File: src/sv/length_prefixed_frame_encoder_core_defines.svh
// Assertion macros shared by the frame encoder RTL.
`ifndef LENGTH_PREFIXED_FRAME_ENCODER_CORE_DEFINES_SVH
`define LENGTH_PREFIXED_FRAME_ENCODER_CORE_DEFINES_SVH

// Condition must hold at every clock edge outside reset.
`define LPFE_ASSERT_ALWAYS(label, cond) \
  label: assert property (@(posedge clk) disable iff (rst) (cond)) \
    else $error("lpfe: invariant violated");

// Consequent must hold on the edge after the antecedent.
`define LPFE_ASSERT_NEXT(label, ante, cons) \
  label: assert property (@(posedge clk) disable iff (rst) (ante) |=> (cons)) \
    else $error("lpfe: sequence violated");

`endif

File: src/sv/lpfe_pkg.sv
// Shared types and constants for the length-prefixed frame encoder.
package lpfe_pkg;

  localparam int LENGTH_WIDTH_DEFAULT = 64;
  localparam int FRAME_LENGTH_W       = 64;
  localparam int LEN_BYTES            = 8;
  localparam int STEP_W               = $clog2(LEN_BYTES + 1);
  localparam int QUEUE_DEPTH          = 2;
  localparam int QUEUE_PTR_W          = $clog2(QUEUE_DEPTH);
  localparam int QUEUE_CNT_W          = $clog2(QUEUE_DEPTH + 1);

  localparam logic OP_START = 1'b0;
  localparam logic OP_DATA  = 1'b1;

  localparam logic [7:0] FLAG_SHORT = 8'h00;
  localparam logic [7:0] FLAG_LONG  = 8'h02;

  localparam logic [1:0] ERR_NONE = 2'd0;
  localparam logic [1:0] ERR_BUSY = 2'd1;
  localparam logic [1:0] ERR_IDLE = 2'd2;

  typedef enum logic [2:0] {
    CMD_LONG_HDR,
    CMD_SHORT_HDR,
    CMD_DATA,
    CMD_ERR_BUSY,
    CMD_ERR_IDLE
  } cmd_kind_t;

  typedef struct packed {
    cmd_kind_t                 kind;
    logic [FRAME_LENGTH_W-1:0] len;
    logic [7:0]                data;
    logic                      fend;
  } lpfe_cmd_t;

  typedef struct packed {
    logic [7:0] out_byte;
    logic       run_last;
    logic       frame_end;
    logic [1:0] error_code;
  } lpfe_result_t;

  typedef struct packed {
    logic      push;
    lpfe_cmd_t cmd;
  } lpfe_push_t;

endpackage

File: src/sv/lpfe_in_if.sv
// Input channel: start and data items.
interface lpfe_in_if;
  import lpfe_pkg::*;

  logic                      valid;
  logic                      ready;
  logic                      opcode;
  logic [FRAME_LENGTH_W-1:0] frame_length;
  logic [7:0]                body_byte;

  modport source (output valid, opcode, frame_length, body_byte, input ready);
  modport sink   (input valid, opcode, frame_length, body_byte, output ready);
endinterface

File: src/sv/lpfe_out_if.sv
// Output channel: encoded byte stream items.
interface lpfe_out_if;
  logic       valid;
  logic       ready;
  logic [7:0] out_byte;
  logic       run_last;
  logic       frame_end;
  logic [1:0] error_code;

  modport source (output valid, out_byte, run_last, frame_end, error_code, input ready);
  modport sink   (input valid, out_byte, run_last, frame_end, error_code, output ready);
endinterface

File: src/sv/lpfe_front.sv
// Front end: accepts items, tracks frame state, classifies into commands.
`include "length_prefixed_frame_encoder_core_defines.svh"

module lpfe_front #(
  parameter int LENGTH_WIDTH = lpfe_pkg::LENGTH_WIDTH_DEFAULT
) (
  input  logic                 clk,
  input  logic                 rst,
  lpfe_in_if.sink              req,
  input  logic                 full,
  output lpfe_pkg::lpfe_push_t push_req
);
  import lpfe_pkg::*;

  logic                    busy;
  logic                    busy_next;
  logic [LENGTH_WIDTH-1:0] remaining;
  logic [LENGTH_WIDTH-1:0] remaining_next;
  logic [LENGTH_WIDTH-1:0] len;
  logic [LENGTH_WIDTH-1:0] rem_dec;
  logic                    accept;
  lpfe_cmd_t               cmd;

  assign req.ready = !full && !rst;
  assign accept    = req.valid && req.ready;
  assign len       = req.frame_length[LENGTH_WIDTH-1:0];
  assign rem_dec   = remaining - LENGTH_WIDTH'(1);

  always_comb begin
    busy_next      = busy;
    remaining_next = remaining;
    cmd.kind       = CMD_ERR_BUSY;
    cmd.len        = FRAME_LENGTH_W'(len);
    cmd.data       = req.body_byte;
    cmd.fend       = 1'b0;
    if (req.opcode == OP_START) begin
      if (busy) begin
        cmd.kind = CMD_ERR_BUSY;
      end else begin
        cmd.kind       = (|len[LENGTH_WIDTH-1:8]) ? CMD_LONG_HDR : CMD_SHORT_HDR;
        cmd.fend       = (len == '0);
        remaining_next = len;
        busy_next      = (len != '0);
      end
    end else begin
      if (!busy) begin
        cmd.kind = CMD_ERR_IDLE;
      end else begin
        cmd.kind       = CMD_DATA;
        cmd.fend       = (rem_dec == '0);
        remaining_next = rem_dec;
        busy_next      = (rem_dec != '0);
      end
    end
  end

  assign push_req.push = accept;
  assign push_req.cmd  = cmd;

  always_ff @(posedge clk) begin
    if (rst) begin
      busy      <= 1'b0;
      remaining <= '0;
    end else if (accept) begin
      busy      <= busy_next;
      remaining <= remaining_next;
    end
  end

  `LPFE_ASSERT_ALWAYS(a_busy_has_bytes, !busy || (remaining != '0))
  `LPFE_ASSERT_ALWAYS(a_idle_no_bytes, busy || (remaining == '0))
  `LPFE_ASSERT_NEXT(a_last_data_closes, accept && (req.opcode == OP_DATA) && busy && (remaining == LENGTH_WIDTH'(1)), !busy)

endmodule

File: src/sv/lpfe_queue.sv
// Short command queue between front and back.
`include "length_prefixed_frame_encoder_core_defines.svh"

module lpfe_queue (
  input  logic                 clk,
  input  logic                 rst,
  input  lpfe_pkg::lpfe_push_t push_req,
  output logic                 full,
  output logic                 head_valid,
  output lpfe_pkg::lpfe_cmd_t  head,
  input  logic                 pop
);
  import lpfe_pkg::*;

  lpfe_cmd_t              entries [QUEUE_DEPTH];
  logic [QUEUE_PTR_W-1:0] wr_ptr;
  logic [QUEUE_PTR_W-1:0] rd_ptr;
  logic [QUEUE_CNT_W-1:0] count;
  logic                   do_push;
  logic                   do_pop;

  assign full       = (count == QUEUE_CNT_W'(QUEUE_DEPTH));
  assign head_valid = (count != '0);
  assign head       = entries[rd_ptr];
  assign do_push    = push_req.push && !full;
  assign do_pop     = pop && head_valid;

  function automatic logic [QUEUE_PTR_W-1:0] ptr_inc(input logic [QUEUE_PTR_W-1:0] p);
    ptr_inc = (p == QUEUE_PTR_W'(QUEUE_DEPTH - 1)) ? '0 : p + QUEUE_PTR_W'(1);
  endfunction

  always_ff @(posedge clk) begin
    if (do_push) begin
      entries[wr_ptr] <= push_req.cmd;
    end
  end

  always_ff @(posedge clk) begin
    if (rst) begin
      wr_ptr <= '0;
      rd_ptr <= '0;
      count  <= '0;
    end else begin
      if (do_push) begin
        wr_ptr <= ptr_inc(wr_ptr);
      end
      if (do_pop) begin
        rd_ptr <= ptr_inc(rd_ptr);
      end
      if (do_push && !do_pop) begin
        count <= count + QUEUE_CNT_W'(1);
      end else if (do_pop && !do_push) begin
        count <= count - QUEUE_CNT_W'(1);
      end
    end
  end

  `LPFE_ASSERT_ALWAYS(a_count_bound, count <= QUEUE_CNT_W'(QUEUE_DEPTH))
  `LPFE_ASSERT_NEXT(a_push_fills, do_push && !do_pop, head_valid)
  `LPFE_ASSERT_NEXT(a_pop_frees, do_pop && !do_push, !full)

endmodule

File: src/sv/lpfe_back.sv
// Back end: expands commands into header and body bytes, output register.
`include "length_prefixed_frame_encoder_core_defines.svh"

module lpfe_back (
  input  logic                clk,
  input  logic                rst,
  input  logic                head_valid,
  input  lpfe_pkg::lpfe_cmd_t head,
  output logic                pop,
  lpfe_out_if.source          rsp
);
  import lpfe_pkg::*;

  logic [STEP_W-1:0] step;
  logic [STEP_W-1:0] step_next;
  logic [2:0]        sel;
  logic              emit;
  logic              out_valid;
  lpfe_result_t      out_item;
  lpfe_result_t      res;

  // Length bytes go out most significant first: step 1 -> byte 7.
  assign sel = 3'(STEP_W'(LEN_BYTES) - step);

  always_comb begin
    res.out_byte   = 8'h00;
    res.run_last   = 1'b1;
    res.frame_end  = 1'b0;
    res.error_code = ERR_NONE;
    case (head.kind)
      CMD_LONG_HDR: begin
        res.out_byte = (step == '0) ? FLAG_LONG : head.len[{sel, 3'b000} +: 8];
        res.run_last = (step == STEP_W'(LEN_BYTES));
      end
      CMD_SHORT_HDR: begin
        res.out_byte  = (step == '0) ? FLAG_SHORT : head.len[7:0];
        res.run_last  = (step != '0);
        res.frame_end = (step != '0) && head.fend;
      end
      CMD_DATA: begin
        res.out_byte  = head.data;
        res.frame_end = head.fend;
      end
      CMD_ERR_BUSY: res.error_code = ERR_BUSY;
      CMD_ERR_IDLE: res.error_code = ERR_IDLE;
      default:      res.error_code = ERR_NONE;
    endcase
  end

  assign emit      = head_valid && (!out_valid || rsp.ready);
  assign pop       = emit && res.run_last;
  assign step_next = res.run_last ? '0 : step + STEP_W'(1);

  always_ff @(posedge clk) begin
    if (rst) begin
      step      <= '0;
      out_valid <= 1'b0;
    end else begin
      if (emit) begin
        step <= step_next;
      end
      if (emit) begin
        out_valid <= 1'b1;
      end else if (rsp.ready) begin
        out_valid <= 1'b0;
      end
    end
  end

  always_ff @(posedge clk) begin
    if (emit) begin
      out_item <= res;
    end
  end

  assign rsp.valid      = out_valid;
  assign rsp.out_byte   = out_item.out_byte;
  assign rsp.run_last   = out_item.run_last;
  assign rsp.frame_end  = out_item.frame_end;
  assign rsp.error_code = out_item.error_code;

  `LPFE_ASSERT_ALWAYS(a_step_bound, step <= STEP_W'(LEN_BYTES))
  `LPFE_ASSERT_ALWAYS(a_run_has_head, (step == '0) || head_valid)
  `LPFE_ASSERT_ALWAYS(a_err_single, !rsp.valid || (rsp.error_code == ERR_NONE) || (rsp.run_last && !rsp.frame_end))

endmodule

File: src/sv/length_prefixed_frame_encoder_core.sv
// Length-prefixed frame encoder. A start item (opcode 0) opens a frame and
// produces a header: flags 0x00 plus a one-byte length when the length fits
// in a byte, else flags 0x02 plus the length as eight big-endian bytes. Each
// data item (opcode 1) passes one body byte through; frame_end marks the byte
// that completes the frame, run_last the final byte produced by an item. A
// start while a frame is open, or data while idle, yields one error item and
// leaves the frame state alone. The front end takes one item per cycle into a
// two-entry command queue while it is not full; the back end drains one output
// byte per cycle while the output is taken, so data items sustain one item per
// cycle, a short header holds the back end for its two bytes and a long header
// for its nine, during which the front keeps accepting until the queue fills.
// An item's first byte is written into a queue entry at the accepting edge and
// reaches the output register when the back end takes that entry and the
// output can accept it. frame_length is taken modulo 2^LENGTH_WIDTH. No
// clearing pass after reset: ready rises on the first cycle out of reset.
module length_prefixed_frame_encoder_core #(
  parameter int LENGTH_WIDTH = lpfe_pkg::LENGTH_WIDTH_DEFAULT
) (
  input  logic        clk,
  input  logic        rst,
  lpfe_in_if.sink     req,
  lpfe_out_if.source  rsp
);
  import lpfe_pkg::*;

  lpfe_push_t push_req;
  lpfe_cmd_t  head;
  logic       full;
  logic       head_valid;
  logic       pop;

  // Front: frame state and classification.
  lpfe_front #(
    .LENGTH_WIDTH (LENGTH_WIDTH)
  ) u_front (
    .clk      (clk),
    .rst      (rst),
    .req      (req),
    .full     (full),
    .push_req (push_req)
  );

  // Decouples header expansion from intake.
  lpfe_queue u_queue (
    .clk        (clk),
    .rst        (rst),
    .push_req   (push_req),
    .full       (full),
    .head_valid (head_valid),
    .head       (head),
    .pop        (pop)
  );

  // Back: byte sequencer and output register.
  lpfe_back u_back (
    .clk        (clk),
    .rst        (rst),
    .head_valid (head_valid),
    .head       (head),
    .pop        (pop),
    .rsp        (rsp)
  );

endmodule

File: src/flat_wrapper.sv
// flat-port wrapper written by rule: the top's interface ports become plain ports
module length_prefixed_frame_encoder_core_flat import lpfe_pkg::*;
#(
  parameter int LENGTH_WIDTH = lpfe_pkg::LENGTH_WIDTH_DEFAULT
)
  (clk, rst, req_valid, req_opcode, req_frame_length, req_body_byte, req_ready, rsp_valid, rsp_out_byte, rsp_run_last, rsp_frame_end, rsp_error_code, rsp_ready);
  lpfe_in_if req_i ();
  lpfe_out_if rsp_i ();
  input  logic clk;
  input  logic rst;
  input wire logic [$bits(req_i.valid)-1:0] req_valid;
  input wire logic [$bits(req_i.opcode)-1:0] req_opcode;
  input wire logic [$bits(req_i.frame_length)-1:0] req_frame_length;
  input wire logic [$bits(req_i.body_byte)-1:0] req_body_byte;
  output wire logic [$bits(req_i.ready)-1:0] req_ready;
  output wire logic [$bits(rsp_i.valid)-1:0] rsp_valid;
  output wire logic [$bits(rsp_i.out_byte)-1:0] rsp_out_byte;
  output wire logic [$bits(rsp_i.run_last)-1:0] rsp_run_last;
  output wire logic [$bits(rsp_i.frame_end)-1:0] rsp_frame_end;
  output wire logic [$bits(rsp_i.error_code)-1:0] rsp_error_code;
  input wire logic [$bits(rsp_i.ready)-1:0] rsp_ready;
  assign req_i.valid = req_valid;
  assign req_i.opcode = req_opcode;
  assign req_i.frame_length = req_frame_length;
  assign req_i.body_byte = req_body_byte;
  assign req_ready = req_i.ready;
  assign rsp_valid = rsp_i.valid;
  assign rsp_out_byte = rsp_i.out_byte;
  assign rsp_run_last = rsp_i.run_last;
  assign rsp_frame_end = rsp_i.frame_end;
  assign rsp_error_code = rsp_i.error_code;
  assign rsp_i.ready = rsp_ready;
  length_prefixed_frame_encoder_core #(.LENGTH_WIDTH(LENGTH_WIDTH)) u_core (.clk(clk), .rst(rst), .req(req_i), .rsp(rsp_i));
endmodule
File: config.mk
export PLATFORM = sky130hd
export DESIGN_NAME = length_prefixed_frame_encoder_core_flat
export DESIGN_NICKNAME = d
export VERILOG_FILES = /design/src/sv/lpfe_pkg.sv /design/src/sv/lpfe_in_if.sv /design/src/sv/lpfe_out_if.sv /design/src/sv/lpfe_front.sv /design/src/sv/lpfe_queue.sv /design/src/sv/lpfe_back.sv /design/src/sv/length_prefixed_frame_encoder_core.sv /design/src/flat_wrapper.sv
export VERILOG_INCLUDE_DIRS = /design/src /design/src/sv
export SDC_FILE = /design/constraint.sdc
export NUM_CORES = 1
export LEC_CHECK = 0
export ABC_AREA = 1
export BUFFER_PORTS_ARGS = -buffer_cell sky130_fd_sc_hd__buf_2
export CORE_MARGIN = 5
export CORE_UTILIZATION = 63
export CTS_BUF_LIST = sky130_fd_sc_hd__clkbuf_2
export DETAILED_ROUTE_END_ITERATION = 10
export GPL_TIMING_DRIVEN = 1
export PLACE_DENSITY = 0.83
export SETUP_SLACK_MARGIN = 0.15
export SYNTH_ARGS = -nofsm -noshare
export SYNTH_HDL_FRONTEND = slang
export SYNTH_HIERARCHICAL = 1
export SYNTH_SLANG_ARGS = --single-unit
File: constraint.sdc
create_clock -name clk -period 5.1 [get_ports clk]
set_input_delay 0.51 -clock clk [delete_from_list [all_inputs] [get_ports clk]]
set_output_delay 0.51 -clock clk [all_outputs]
set_load 0.05 [all_outputs]
==> flow_summary.toml, run 1 <==
[power]
finalPower_uw = 6380
p_int_uw = 3670
p_per_area_nw_per_um2 = 433
sw_frac_of_total = 0.425
p_leak_uw = 0.00620
p_comb_frac = 0.402
clkPwrFrac = 0.209
p_switching_uw = 2710
seqPwrFrac = 0.389
irDropWorstVdd_v = 0.000201

[worst_setup_path]
slowest_stage = "nor2_2"
worstPathRequired_ns = 5.79
critPathTopFamily = "simple AND/OR/NAND/NOR gates"
cp_max_fo = 11
crit_chain = "nor2_2 -> nand2_2 -> nor2_2 -> nand2_1 -> nor2_2 -> nand2_1 -> xor2_1 -> nor2_1 -> nand2_1 -> nor2_1 -> nand3_1 -> mux2i_1"
critical_path.max_stage_delay_ns = 0.48
crit_path_start_kind = "register"
path_buf_inv = 0
endpoint_kind = "register"
arrival_ns = 3.63
critPathKind = "register to register"

[clock_network]
cts_buffers = 59
root_buffer = "clkbuf_2"
cts.clk_slew.worst_paths_ns = 0.13
post_cts_buffers = 0
cts_tree = "built"
clock_path_buffers = 3
htreeDepth = 2
clock_latency_ns = 0.88
clock-sinks = 239

[placed_design]
dpl-instance-area_um2 = 13400
dp_cells = 1785
io_buffers = 90
dp_hpwl_mm = 26.6
pre_cts_ws_ns = 2.15
place.gp.congestion = 1.01

[timing]
setup_viol = 0
min_period_over_period = 0.577
skew_ns = 0.0586
worst_pin_slew_ns = 1.12
final_max_slew_viol_count = 0
setup_ws_ns = 2.16
slew_headroom = 0.255
fin_hold_ws_ns = 0.126
max_freq_mhz = 340
rsz0062_at_grt = "no"
final.min_clock_period_ns = 2.94
hold_viol = 0

[floorplan]
start_util = 0.639
dieWidth_um = 156
die_h_um = 156
ios = 91
die-area_um2 = 24300
rows = 53
core_area_um2 = 21000

[synth]
yosysUniqueCellTypes = 43
postSynthAreaPerCell_um2 = 8.71
ys_seq_area_frac = 0.480
syn_nets = 1620
yosys.area_share.simple = 0.244
synth_top_family_by_area = "simple AND/OR/NAND/NOR gates"
synth-seq-cells = 239
synth.area.top_cells = "edfxtp_1 (37%), dfxtp_1 (11%), nand2_1 (11%), nor2_1 (6.1%), mux2_4 (4.5%)"
yosys.area.top_type = "edfxtp_1"
synth_compound_area_frac = 0.0859
synth_fa_ha_area_frac = 0.00655
yosys_warnings = 6
synth_top_area_share = 0.368
synthMuxAreaShare = 0.0759
synth_area_um2 = 13400
synth-xor-area-share = 0.00851
synthCells = 1536

[route]
routed_wl_mm = 40.3
vias_per_cell = 5.96
vias = 11755
wire_per_inst_um = 20.5
antenna_left = 0
drt_first_pass_iters = 9
drc_errors = 0
first_iter_violations = 1613

[layout]
stdcell_count = 1971
layout_commonest_cell = "nand2_1"
fin_nets = 1728
design_area_um2 = 14700
final_cell_mix = "nand2_1 (381), nor2_1 (215), edfxtp_1 (164)"
drive_gt1_frac = 0.192
area_delta_synth_final_pct = 10.1

[run_status]
status = "complete, no violations"

[grt]
grt_overflow = 0
grt_pass1_vias = 11360
grt_use_total = 0.328
grt_max_degree = 101
antenna_found_initial = 3
grt_pass1_wl_mm = 61.9

[job]
maxCapViolCount = 0

[worst_hold_path]
min_path_type = "input pin to register"
==> what timing repair did <==
| action | in CTS | in global routing |
|---|---|---|
| gates resized for setup | 0 | 0 |
| hold buffers | 73 | 0 |
| hold endpoints to repair | 145 | 0 |
==> final timing paths <==
check | from | end | slack (ns) | cells after the start
worst max-delay path | u_core/u_front/remaining[2] | u_core/u_queue/entries[1][0] | 2.16 | 12
worst min-delay path | req_opcode | u_core/u_queue/entries[1][75] | 0.13 | 2
worst max register to register | u_core/u_front/remaining[2] | u_core/u_queue/entries[1][0] | 2.16 | 12
worst min register to register | u_core/u_back/rsp.valid | u_core/u_back/rsp.valid | 0.50 | 2
==> sequential cells by signal, indices dropped and copies added, names as in the netlist, 2 cells and up, named ones only <==
name                          cells
u_core/u_queue/entries          152
u_core/u_front/remaining         64
u_core/u_back/rsp.out_byte        8
u_core/u_back/step                4
u_core/u_back/rsp.error_code      2
u_core/u_queue/count              2
==> kinds of logic (layout without fill, tap and decap cells) <==
kind of cell / count (synthesis) / count (layout)
AO/OA/AOI/OAI: 178 / 178
AND/OR/NAND/NOR: 768 / 768
adder cells (fa/ha/maj): 7 / 7
flip-flops: 239 / 239
multiplexers: 77 / 77
XOR/XNOR: 13 / 13
other: 0 / 3
buffers and inverters: 254 / 411
==> worst register-to-register path: stages, from the launching register on <==
cell	delay (ns)
dfxtp_1	0.41
nor2_2	0.21
nand2_2	0.14
nor2_2	0.48
nand2_1	0.24
nor2_2	0.31
nand2_1	0.15
xor2_1	0.18
nor2_1	0.14
nand2_1	0.10
nor2_1	0.15
nand3_1	0.10
mux2i_1	0.17
==> layout make-up <==
class                   instances  area (um^2)
flip-flops and latches        239         6430
fillers                      1586         6220
multi-input cells            1043         5650
repair buffers                174         1260
inverters                     127          477
clock buffers                  87          435
well taps                     275          344
clock inverters                23          128
diodes                          3         7.51
==> metal layers <==
metal | global-route usage | wire (um) | vias up
met5 | 0 | 0 | -
met3 | 0.0693 | 4180 | 179
met4 | 0.167 | 2400 | 0
li1 | - | - | 5387
met1 | 0.418 | 15000 | 5349
met2 | 0.531 | 18800 | 840
==> power groups by stage <==
stage / Sequential [uW] / Clock, uW / Combinational (uW)
after floorplan: 2630 / 0 / 1780
after global placement: 2500 / 0 / 2400
after global routing: 2500 / 1460 / 2780
after detailed placement: 2520 / 0 / 2440
after CTS: 2470 / 1330 / 2490
final: 2480 / 1330 / 2570
==> through the flow <==
stage	TNS (ns)	util
after global placement	0	0.641
after detailed placement	0	0.641
after floorplan	-41.19	-
after global routing	0	0.703
after CTS	0	0.703
final	0	0.703
==> synthesized netlist by cell type <==
library cell,number
nand2_1,382
nor2_1,217
edfxtp_1,164
inv_1,119
nand3_1,94
buf_4,77
dfxtp_1,75
a21oi_1,73
a221oi_1,56
mux2_4,40
mux2_2,36
clkbuf_1,28
o21ai_0,27
nor2_2,15
nor4_1,15
xor2_1,11
buf_6,10
nand2_2,9
nor3_1,9
a211oi_1,8
nor2_4,8
buf_1,7
ha_1,7
inv_2,7
nand4_1,6
buf_2,5
o21ai_1,5
o211ai_1,4
and2_1,3
nand2_4,3
nand3_2,2
or2_2,2
xnor2_1,2
a21o_1,1
a22oi_1,1
clkinv_1,1
mux2i_1,1
nor2_8,1
nor3_4,1
o2111ai_1,1
o211ai_2,1
o21a_1,1
or3_1,1
No activity file was read; power rests on OpenSTA's default activity.
==> inputs of run 2 (changes only) <==
Settings changed: CORE_UTILIZATION 63 to 57, PLACE_DENSITY 0.83 to 0.79.
Clock period 5.1 ns to 2.5 ns, I/O delays scaled along.
==> flow_summary.toml, run 2 (synthesis results as in run 1) <==
[run_status]
status = "complete, no violations"

[route]
routed-wl-met2_mm = 20.3
wl_met3_mm = 4.15
drt_first_pass_iters = 6
first_iter_violations = 1517
drc_errors = 0
routedLengthMet1_mm = 16.4
vias_per_cell = 5.83
top_layer = "met5"
wire_per_inst_um = 20.8
routed_wl_mm = 43.4
antenna_left = 0
vias = 12164

[placed_design]
io_buffers = 90
dp_hpwl_mm = 29.6
dpl-instance-area_um2 = 13900
pre_cts_ws_ns = -0.0374
place.gp.congestion = 1.00
dp_cells = 1869

[floorplan]
core_area_um2 = 23300
dieWidth_um = 163
ios = 91
rows = 56
start_util = 0.575
die-area_um2 = 26600
die_h_um = 163

[power]
p_per_area_nw_per_um2 = 886
p_int_uw = 7940
sw_frac_of_total = 0.431
seqPwrFrac = 0.359
p_leak_uw = 0.00664
irDropWorstVdd_v = 0.000552
finalPower_uw = 14000
p_switching_uw = 6010
clkPwrFrac = 0.197
p_comb_frac = 0.444

[timing]
rsz0062_at_grt = "yes"
final_max_slew_viol_count = 0
slew_headroom = 0.430
setup_ws_ns = 0.0606
skew_ns = 0.0672
worst_pin_slew_ns = 0.855
max_freq_mhz = 410
final.min_clock_period_ns = 2.44
setup_viol = 0
hold_viol = 0
min_period_over_period = 0.976

[job]
maxCapViolCount = 0

[clock_network]
htreeDepth = 2
cts_buffers = 60
cts_tree = "built"
root_buffer = "clkbuf_2"
clock_path_buffers = 3
clock_latency_ns = 0.89
clock-sinks = 239
cts.clk_slew.worst_paths_ns = 0.11

[worst_setup_path]
regToRegStartpoint = "u_core/u_front/remaining[2]"
endpoint_kind = "register"
critPathKind = "register to register"
worstPathRequired_ns = 3.21
critical_path.startpoint = "u_core/u_front/remaining[2]"
arrival_ns = 3.15
crit_path_start_kind = "register"
reg2reg_to = "u_core/u_queue/entries[0][0]"
r2r_cells = 13
cp_max_fo = 5
rrSetupSlack_ns = 0.06
endpoint = "u_core/u_queue/entries[0][0]"

[layout]
drive_gt1_frac = 0.259
final_core_util = 0.677
num-fill-cells = 1847
fin_nets = 1794
largest_reg_flops = 152
area_delta_synth_final_pct = 17.7
layout_commonest_cell = "nand2_1"
design_area_um2 = 15800
regMostFlops = "u_core/u_queue/entries"
final_cell_mix = "nand2_1 (368), nor2_1 (178), edfxtp_1 (164)"
stdcell_count = 2086

[grt]
grt_max_degree = 69
grt_pass1_vias = 11871
grt_overflow = 0
antenna_found_initial = 4
grt_use_total = 0.321
grt_pass1_wl_mm = 65.6

[worst_hold_path]
min_path_type = "input pin to register"
-- run 2: cell count changes in the layout (fill, tap and decap cells not counted), moves of 8 or more --
cell,change
dfxtp_1,-10
nor2_1,-37
nor2_2,+22
nor2_4,+15
buf_4,+51
nand2_1,-13
nand2_2,+8
-- run 2: per-layer routing --
layer | global-route usage | vias up
met5 | 0 | -
met4 | 0.162 | 2
met3 | 0.0578 | 201
met2 | 0.525 | 789
met1 | 0.411 | 5647
li1 | - | 5525
-- run 2: repair_timing --
action,in CTS,in global routing
setup endpoints to repair,3,5
buffers inserted,7,14
hold buffers,76,0
gates cloned,0,1
hold endpoints to repair,220,0
resized for setup,42,55
pin swaps,17,23
-- run 2: cell type report --
type	count	area, um^2	share of cell area
Sequential cell	239	6450	0.410
Multi-Input combinational cell	1043	5950	0.378
Timing Repair Buffer	239	1880	0.119
Inverter	127	480	0.0305
Clock buffer	82	410	0.0261
Tap cell	319	399	0.0253
Clock inverter	32	168	0.0106
Antenna cell	5	12.5	0.000794
-- run 2: power by group through the flow --
stage | combinational, uW | sequential, uW | clock (uW)
floorplan | 3660 | 5360 | 0
finish | 6190 | 5010 | 2750
CTS | 5780 | 5000 | 2770
detailed placement | 5490 | 5080 | 0
global route | 6650 | 5040 | 3030
global placement | 5430 | 5060 | 0
-- run 2: per-stage QoR --
step | hold slack, ns | TNS, ns
finish | 0.108 | 0
detailed placement | 0.445 | -0.0748
global placement | 0.440 | -0.150
global route | 0.0408 | -0.0499
floorplan | 0.319 | -21.24
CTS | 0.0449 | 0
-- run 2: critical path: stages (launching register included) --
cell and delay, ns:
dfxtp_4 0.39, nor2_2 0.13, nand2_2 0.13, nor2_2 0.19, nand2_2 0.16, nor2_2 0.11, buf_4 0.15, nand3_1 0.14
xor2_1 0.19, nor2_1 0.19, nand2_1 0.08, nor2_1 0.15, nand3_1 0.09, mux2i_1 0.17
-- run 2: worst min-delay path by stage --
stage / startpoint / endpoint / slack, ns / cells past startpoint
after global routing: req_body_byte[6] / u_core/u_queue/entries[1][7] / 0.04 / 2
after detailed placement: req_body_byte[7] / u_core/u_queue/entries[1][8] / 0.45 / 1
after CTS: req_body_byte[7] / u_core/u_queue/entries[1][8] / 0.04 / 2
after floorplan: rst / u_core/u_back/rsp.valid / 0.32 / 1
final: req_body_byte[1] / u_core/u_queue/entries[0][2] / 0.11 / 2
after global placement: req_body_byte[5] / u_core/u_queue/entries[1][6] / 0.44 / 1
==> inputs of run 3 (changes only) <==
Settings changed: CORE_UTILIZATION 57 to 45, PLACE_DENSITY 0.79 to 0.77.
==> flow_summary.toml, run 3 (synthesis results as in run 1) <==
[layout]
area_delta_synth_final_pct = 17.8
fin_nets = 1781
final_cell_mix = "nand2_1 (363), nor2_1 (176), edfxtp_1 (164)"
multi_input_area_um2 = 6030
num-fill-cells = 2640
seq_area_um2 = 6440
layout_commonest_cell = "nand2_1"
regMostFlops = "u_core/u_queue/entries"
largest_reg_flops = 152
drive_gt1_frac = 0.264

[power]
p_switching_uw = 6060
seqPwrFrac = 0.358
irDropWorstVdd_v = 0.000480
p_int_uw = 7920
sw_frac_of_total = 0.433
p_leak_uw = 0.00658
p_comb_frac = 0.443
p_per_area_nw_per_um2 = 886
clkPwrFrac = 0.199

[worst_hold_path]
min_path_type = "input pin to register"
hold_depth = 6

[route]
routed_wl_mm = 43.2
drc_errors = 0
drt_first_pass_iters = 6
vias = 11935
vias_per_cell = 5.58
antenna_left = 0
first_iter_violations = 1318
wire_per_inst_um = 20.2

[timing]
slew_headroom = 0.416
rsz0062_at_grt = "yes"
skew_ns = 0.0771
worst_pin_slew_ns = 0.876
hold_viol = 0
setup_tns_ns = 0
final.min_clock_period_ns = 2.45
final_max_slew_viol_count = 0
setup_viol = 0
max_freq_mhz = 408
fin_hold_ws_ns = 0.0754
setup_ws_ns = 0.0462
min_period_over_period = 0.982

[floorplan]
die-area_um2 = 33300
rows = 63
dieWidth_um = 182
die_h_um = 182
core_area_um2 = 29500
start_util = 0.454
ios = 91

[clock_network]
htreeDepth = 3
clock-sinks = 239
cts.clk_slew.worst_paths_ns = 0.12
cts_buffers = 66
clock_path_buffers = 3
cts_tree = "built"
root_buffer = "clkbuf_2"
clock_latency_ns = 0.84

[worst_setup_path]
r2r_cells = 16
crit_path_start_kind = "register"
endpoint_kind = "register"
critPathKind = "register to register"
worstPathRequired_ns = 3.12
arrival_ns = 3.08
cp_max_fo = 4

[job]
maxCapViolCount = 0

[placed_design]
dp_hpwl_mm = 29.7
place.gp.congestion = 1.01
pre_cts_ws_ns = -0.0418
io_buffers = 90

[grt]
grt_pass1_vias = 11751
antenna_found_initial = 1
grt_use_total = 0.252
grt_max_degree = 77
grt_pass1_wl_mm = 65.0
grt_overflow = 0

[run_status]
status = "complete, no violations"
-- run 3: changes by cell type in the layout (fill, tap and decap cells not counted), sizes merged --
cell / previous run / this run
buf: 162 / 144
clkbuf: 83 / 99
clkinv: 30 / 15
diode: 5 / 1
clkinvlp: 0 / 3
bufinv: 1 / 0
inv: 128 / 129
-- run 3: stage by stage --
step | util | total power (uW) | cell area [um^2] | cells
floorplan | - | 9020 | 13400 | 1536
global placement | 0.473 | 10500 | 13900 | 1932
detailed placement | 0.473 | 10600 | 13900 | 1932
CTS | 0.527 | 13700 | 15500 | 2131
global route | 0.535 | 14800 | 15800 | 2139
finish | 0.535 | 14000 | 15800 | 2139
-- run 3: power by group through the flow --
stage	Combinational, uW	Sequential (uW)	Clock (uW)
detailed placement	5510	5100	0
finish	6190	5010	2780
floorplan	3660	5360	0
CTS	5860	4990	2840
global placement	5450	5070	0
global route	6640	5050	3070
-- run 3: worst paths after layout --
kind	start	end	slack (ns)
worst max register to register	u_core/u_front/remaining[2]	u_core/u_queue/entries[1][0]	0.05
worst max-delay path	u_core/u_front/remaining[2]	u_core/u_queue/entries[1][0]	0.05
worst min-delay path	rst	u_core/u_front/remaining[56]	0.08
worst min register to register	u_core/u_back/rsp.valid	u_core/u_back/rsp.valid	0.50
-- run 3: area by class of cell --
cell class | count | area share
Clock inverter | 20 | 0.00659
Sequential cell | 239 | 0.409
Clock buffer | 99 | 0.0314
Antenna cell | 1 | 0.000159
Tap cell | 390 | 0.0309
Timing Repair Buffer | 220 | 0.109
Inverter | 127 | 0.0305
Multi-Input combinational cell | 1043 | 0.382
-- run 3: what timing repair did --
item	CTS	global route
pin swaps	11	31
hold buffers	76	0
setup endpoints to repair	4	4
cloned	0	0
gates resized for setup	53	58
endpoints found under the hold margin	210	0
buffers inserted	4	7
-- run 3: per-layer routing --
metal	routed length, um	track usage	vias to the layer above
met4	2220	0.123	0
met2	20100	0.407	681
met5	0	0	-
li1	-	-	5490
met3	4200	0.0566	147
met1	16700	0.320	5617
-- run 3: critical path, cell delays in order, from the launching register on --
cell	delay, ns
dfxtp_2	0.36
buf_6	0.13
nor2_4	0.14
nand2_4	0.11
nor2_4	0.24
nand2_4	0.12
nand2_2	0.08
nand2_2	0.07
nor2_2	0.11
nand2_1	0.07
nor2_2	0.16
nand2_1	0.07
nor2_1	0.12
nand2_1	0.07
nor2_2	0.14
nand3_1	0.10
mux2i_1	0.17
